===== src/design/scrollback_row_tracker_macros.svh =====
// ----------------------------------------------------------------------------
// Scrollback row tracker assertion macros
// Shared forms for the concurrent checks of the design files.
// ----------------------------------------------------------------------------
`ifndef SCROLLBACK_ROW_TRACKER_MACROS_SVH
`define SCROLLBACK_ROW_TRACKER_MACROS_SVH

// Same-cycle implication, sampled on clk, off during reset.
`define SRT_ASSERT_IMP(label, ante, cons, msg) \
	label: assert property (@(posedge clk) disable iff (!arst_n) (ante) |-> (cons)) \
		else $error(msg);

// Next-cycle implication, sampled on clk, off during reset.
`define SRT_ASSERT_NXT(label, ante, cons, msg) \
	label: assert property (@(posedge clk) disable iff (!arst_n) (ante) |=> (cons)) \
		else $error(msg);

`endif


===== src/design/srt_pkg.sv =====
// ----------------------------------------------------------------------------
// Scrollback row tracker package
// Payload types, command codes, sizes and the matcher state type.
// ----------------------------------------------------------------------------
package srt_pkg;

	localparam int MAX_ROWS_DEF = 64;
	localparam int MAX_COLS_DEF = 256;
	localparam int RowW = 7;
	localparam int ColCfgW = 9;
	localparam int CharW = 16;
	localparam logic [ColCfgW-1:0] COLS_RESET = 9'd80;

	localparam logic [1:0] CMD_CHAR  = 2'd0;
	localparam logic [1:0] CMD_EMPTY = 2'd1;
	localparam logic [1:0] CMD_QUERY = 2'd2;

	localparam logic KIND_FRAME = 1'b0;
	localparam logic KIND_QUERY = 1'b1;

	typedef struct packed {
		logic [1:0]       cmd;
		logic [CharW-1:0] char_code;
		logic [RowW-1:0]  rows;
		logic             last_char;
		logic [5:0]       query_row;
		logic [7:0]       query_col;
	} in_item_t;

	typedef struct packed {
		logic            kind;
		logic            valid_res;
		logic [31:0]     global_line;
		logic [7:0]      column;
		logic [RowW-1:0] matched_rows;
	} out_item_t;

	typedef struct packed {
		logic            done;
		logic            found;
		logic [RowW-1:0] first;
	} match_res_t;

	typedef enum logic [1:0] {
		M_IDLE,
		M_SCAN,
		M_CMP
	} match_state_t;

endpackage


===== src/design/srt_match.sv =====
// ----------------------------------------------------------------------------
// Scrollback row tracker matcher
// Walks candidate start rows of the stored frame and compares the stored
// tail with the head of the new frame, one character per cycle.
// ----------------------------------------------------------------------------
`include "scrollback_row_tracker_macros.svh"

module srt_match #(
	parameter int MAX_ROWS = srt_pkg::MAX_ROWS_DEF,
	parameter int MAX_COLS = srt_pkg::MAX_COLS_DEF,
	localparam int DEPTH = MAX_ROWS * MAX_COLS,
	localparam int AW = (DEPTH > 1) ? $clog2(DEPTH) : 1,
	localparam int LW = $clog2(DEPTH + 1)
) (
	input  logic                          clk,
	input  logic                          arst_n,
	input  logic                          start,
	input  logic [srt_pkg::RowW-1:0]      row_cnt,
	input  logic [LW-1:0]                 slen,
	input  logic [LW-1:0]                 flen,
	input  logic [srt_pkg::ColCfgW-1:0]   cols,
	input  logic [srt_pkg::CharW-1:0]     s_rdata,
	input  logic [srt_pkg::CharW-1:0]     f_rdata,
	output logic [AW-1:0]                 s_raddr,
	output logic [AW-1:0]                 f_raddr,
	output logic                          busy,
	output srt_pkg::match_res_t           res
);

	import srt_pkg::*;

	match_state_t state_q, state_d;
	logic [RowW-1:0] first_q;
	logic [LW-1:0]   sbase_q;
	logic [LW-1:0]   sa_q;
	logic [LW-1:0]   fa_q;
	logic            iss_q;
	logic            pend_s1;
	logic            last_s1;

	logic scan_end, scan_skip, cmp_fail, cmp_hit;

	assign scan_end  = first_q >= row_cnt;
	assign scan_skip = (slen - sbase_q) > flen;
	assign cmp_fail  = pend_s1 && (s_rdata != f_rdata);
	assign cmp_hit   = pend_s1 && last_s1 && (s_rdata == f_rdata);

	always_comb begin
		state_d = state_q;
		unique case (state_q)
			M_IDLE: begin
				if (start) begin
					state_d = M_SCAN;
				end
			end
			M_SCAN: begin
				if (scan_end) begin
					state_d = M_IDLE;
				end else if (!scan_skip) begin
					state_d = M_CMP;
				end
			end
			M_CMP: begin
				if (cmp_fail) begin
					state_d = M_SCAN;
				end else if (cmp_hit) begin
					state_d = M_IDLE;
				end
			end
			default: state_d = M_IDLE;
		endcase
	end

	always_comb begin
		res       = '0;
		res.first = first_q;
		busy      = state_q != M_IDLE;
		s_raddr   = sa_q[AW-1:0];
		f_raddr   = fa_q[AW-1:0];
		unique case (state_q)
			M_SCAN: begin
				res.done = scan_end;
			end
			M_CMP: begin
				res.done  = cmp_hit;
				res.found = cmp_hit;
			end
			default: begin
				res.done = 1'b0;
			end
		endcase
	end

	always_ff @(posedge clk or negedge arst_n) begin
		if (!arst_n) begin
			state_q <= M_IDLE;
			pend_s1 <= 1'b0;
			iss_q   <= 1'b0;
		end else begin
			state_q <= state_d;
			if (state_q == M_CMP && iss_q && !cmp_fail) begin
				pend_s1 <= 1'b1;
				iss_q   <= sa_q != slen - LW'(1);
			end else begin
				pend_s1 <= 1'b0;
				if (state_q == M_SCAN) begin
					iss_q <= 1'b1;
				end
			end
		end
	end

	always_ff @(posedge clk) begin
		if (state_q == M_IDLE) begin
			first_q <= '0;
			sbase_q <= '0;
		end else if ((state_q == M_SCAN && !scan_end && scan_skip) ||
				(state_q == M_CMP && cmp_fail)) begin
			first_q <= first_q + RowW'(1);
			sbase_q <= sbase_q + LW'(cols);
		end
		if (state_q == M_SCAN) begin
			sa_q <= sbase_q;
			fa_q <= '0;
		end else if (iss_q) begin
			sa_q <= sa_q + LW'(1);
			fa_q <= fa_q + LW'(1);
		end
		last_s1 <= sa_q == slen - LW'(1);
	end

	`SRT_ASSERT_IMP(a_addr_track, state_q == M_CMP && iss_q, sa_q - sbase_q == fa_q, "read addresses out of step")
	`SRT_ASSERT_IMP(a_first_range, res.found, first_q < row_cnt, "match start beyond stored rows")
	`SRT_ASSERT_NXT(a_done_idle, res.done, state_q == M_IDLE && !pend_s1, "matcher not idle after done")

endmodule


===== config.mk =====
export PLATFORM = sky130hd
export DESIGN_NAME = srt_match
export DESIGN_NICKNAME = d
export VERILOG_FILES = /design/src/design/srt_pkg.sv /design/src/design/srt_match.sv
export VERILOG_INCLUDE_DIRS = /design/src /design/src/design
export SDC_FILE = /design/constraint.sdc
export NUM_CORES = 1
export LEC_CHECK = 0
export BUFFER_PORTS_ARGS = -buffer_cell sky130_fd_sc_hd__buf_2
export CORE_MARGIN = 2
export CORE_UTILIZATION = 35
export CTS_BUF_LIST = sky130_fd_sc_hd__clkbuf_4
export CTS_CLUSTER_DIAMETER = 100
export DETAILED_ROUTE_END_ITERATION = 8
export REMOVE_ABC_BUFFERS = 1
export SLEW_MARGIN = 0
export SYNTH_ARGS = -nofsm -noshare
export SYNTH_HDL_FRONTEND = slang
export SYNTH_SLANG_ARGS = --single-unit

===== constraint.sdc =====
create_clock -name clk -period 11.9 [get_ports clk]
set_input_delay 2.38 -clock clk [delete_from_list [all_inputs] [get_ports clk]]
set_output_delay 2.38 -clock clk [all_outputs]
set_load 0.1 [all_outputs]

==> metrics.cfg <==
[layout]
final_common_cell=buf_2
synthToLayoutAreaGrowth_pct=15.2
final_cell_mix=buf_2 (118), nor2_1 (60), ha_1 (53)
nNetsFinal=836
final_core_util=0.411
drive_above_1_share=0.201

[setup_path]
critPathArrivalTime_ps=4410
setup.worst_path.start_class=input pin
crit_type=input pin to primary output
crit_fanout=3
endpoint_kind=primary output
critPathRequiredTime_ps=9520

[placement]
dp_hpwl_um=9980
gp_congestion=0.861
pre_cts_ws_ps=5030
port_buffers=118

[hold_path]
hold_path.class=flop to flop

[synth]
synth_edf_count=15
ys.flop_type=dfxtp_1
ys_seq_area_frac=0.262
ys_types=58
yosys_warnings=0
synth_area_sq_um=4930
syn_area_per_cell_sq_um=8.23
ys_ff_latch=56
synth_cells=599
synthArstFlopShare=0.0714

[clock_tree]
cts-hold-fix-buffers=0
cts-buffers-inserted=5
cts_tree=built
clk_path_buf_depth=2
clock_latency_ps=390
clock-sinks=56
clk_pin_slew_worst_paths_ps=150
clock-root-buffer=clkbuf_4
htree_levels=2
cts-resized-gates=0
cts_setup_buffers=0

[sta]
relSlewSlack=0.494
rsz0062_at_grt=no
period_needed_ps=6790
tightest_slew_ps=757
hold_viol=0
setup_viol=0
fin_tns_setup_ps=0
worst_clock_skew_ps=9.58
slew_viol_final=0
fmax_mhz=147
period_share=0.570
worst_slack_ps=5110

[detailed_routing]
vias=4453
drt-initial-drc-count=244
drt-total-wl_um=12100
drt_pass1_iterations=4
drc_errors=0
avgRoutedWirePerCell_um=13.7
avgViaCountPerCell=5.05
final_antenna_net_count=0

[grt]
grt-ovfl-total=0
grt_start_max_net_pins=46
grt_pass1_vias=4233
grt_antenna_before_repair=2
grt_pass1_wl_um=19400
track_usage=0.161

[pwr]
clockPowerShare=0.098
p_leak_uw=0.00256
internal_power_uw=501
switching_share=0.520
p_comb_frac=0.621
powerDensity_nw_per_um2=184
vdd_drop_max_mv=0.125
pwr-share-seq=0.281
switchingPower_uw=543

[job]
max_cap_viol_count=0

[die]
die_w_um=123
start_util=0.357
io_pins=119
std_cell_rows=43
die_h_um=123
core_area_sq_um=13800
die_area_sq_um=15100

[run_status]
status=completed

==> through the flow <==
| stage | hold WS (ps) | area, sq um | power [uW] | cells |
|---|---|---|---|---|
| floorplan | 461 | 4760 | 799 | 572 |
| global placement | 479 | 5600 | 928 | 873 |
| detailed placement | 495 | 5600 | 947 | 873 |
| CTS | 522 | 5680 | 1050 | 881 |
| global route | 538 | 5680 | 1130 | 882 |
| finish | 520 | 5680 | 1040 | 882 |
==> routing by layer <==
metal,part of all wire,global-route usage
met5,0.0011,0
met4,0.011,0.0409
met3,0.054,0.0204
met2,0.48,0.287
met1,0.45,0.202
==> cells by family (layout without fill, tap and decap cells) <==
kind of cell    count (synthesis)  after routing  synth area share
compound gates                125            125             0.163
xor+xnor                       73             73             0.130
fa+ha+maj                      55             55             0.143
buf+inv                        79            181            0.0736
flops                          56             56             0.262
mux                            17             17            0.0355
other cells                     0              1                 0
simple gates                  194            194             0.194
==> area by class of cell <==
class	instances	area, sq um
Multi-Input combinational cell	464	3280
Clock buffer	5	37.5
Clock inverter	3	37.5
Antenna cell	1	2.50
Tap cell	180	225
Timing Repair Buffer	121	613
Sequential cell	56	1290
Inverter	52	195
Fill cell	1406	8150
==> state kept, by name, summed over array words and instances, names as in the netlist <==
name     flops
pend_s1      1
fa_q        14
sa_q        15
first_q      7
sbase_q     15
iss_q        1
state_q      2
last_s1      1
==> path summary, 6_finish.rpt <==
| path | from | to | slack, ps | depth (start not counted) |
|---|---|---|---|---|
| max | row_cnt[6] | res[8] | 5110 | 9 |
| min | fa_q[5]$_SDFFE_PP0P_ | fa_q[5]$_SDFFE_PP0P_ | 520 | 2 |
| max reg2reg | sbase_q[1]$_SDFFE_PN0P_ | sbase_q[10]$_SDFFE_PN0P_ | 7020 | 18 |
| min reg2reg | fa_q[5]$_SDFFE_PP0P_ | fa_q[5]$_SDFFE_PP0P_ | 520 | 2 |
| max in group asynchronous | arst_n | state_q[0]$_DFFE_PN0P_ | 10030 | 1 |
| min in group asynchronous | arst_n | state_q[1]$_DFFE_PN0P_ | 1760 | 1 |
==> cells in the mapped netlist (3+ instances only) <==
cell / count / area, sq um
nor2_1: 60 / 225
ha_1: 53 / 663
inv_1: 52 / 195
xor2_1: 47 / 412
nand2_1: 43 / 161
o21ai_0: 40 / 200
dfxtp_1: 37 / 741
a21oi_1: 33 / 165
xnor2_1: 26 / 228
nand3_1: 23 / 115
buf_4: 15 / 113
edfxtp_1: 15 / 450
mux2i_1: 13 / 130
nor2b_1: 10 / 62.6
a211oi_1: 9 / 67.6
nor3_1: 9 / 45.0
and3_1: 8 / 50.1
nand4_1: 8 / 50.1
clkbuf_1: 7 / 26.3
or3_1: 7 / 43.8
nor4_1: 6 / 37.5
o31ai_1: 6 / 45.0
nor3b_1: 5 / 37.5
o21a_1: 5 / 37.5
a21o_1: 4 / 30.0
dfrtp_1: 4 / 100
mux2_2: 4 / 45.0
nand2b_1: 4 / 25.0
o211ai_1: 3 / 22.5
o41ai_1: 3 / 26.3
==> worst max-delay path, stage by stage <==
cell and delay [ps]:
buf_2 80, inv_1 40, ha_1 300, and4_1 180
o21ai_0 80, o21bai_1 600, a21oi_1 160, nor2b_1 150
buf_2 440
==> power by group through the flow <==
stage / Clock [uW] / Combinational (uW) / Sequential (uW)
global placement: 0 / 632 / 296
detailed placement: 0 / 648 / 299
global route: 113 / 720 / 302
finish: 102 / 648 / 294
CTS: 107 / 651 / 294
floorplan: 0 / 373 / 426
Note: power is estimated with default switching activity, not from simulation.
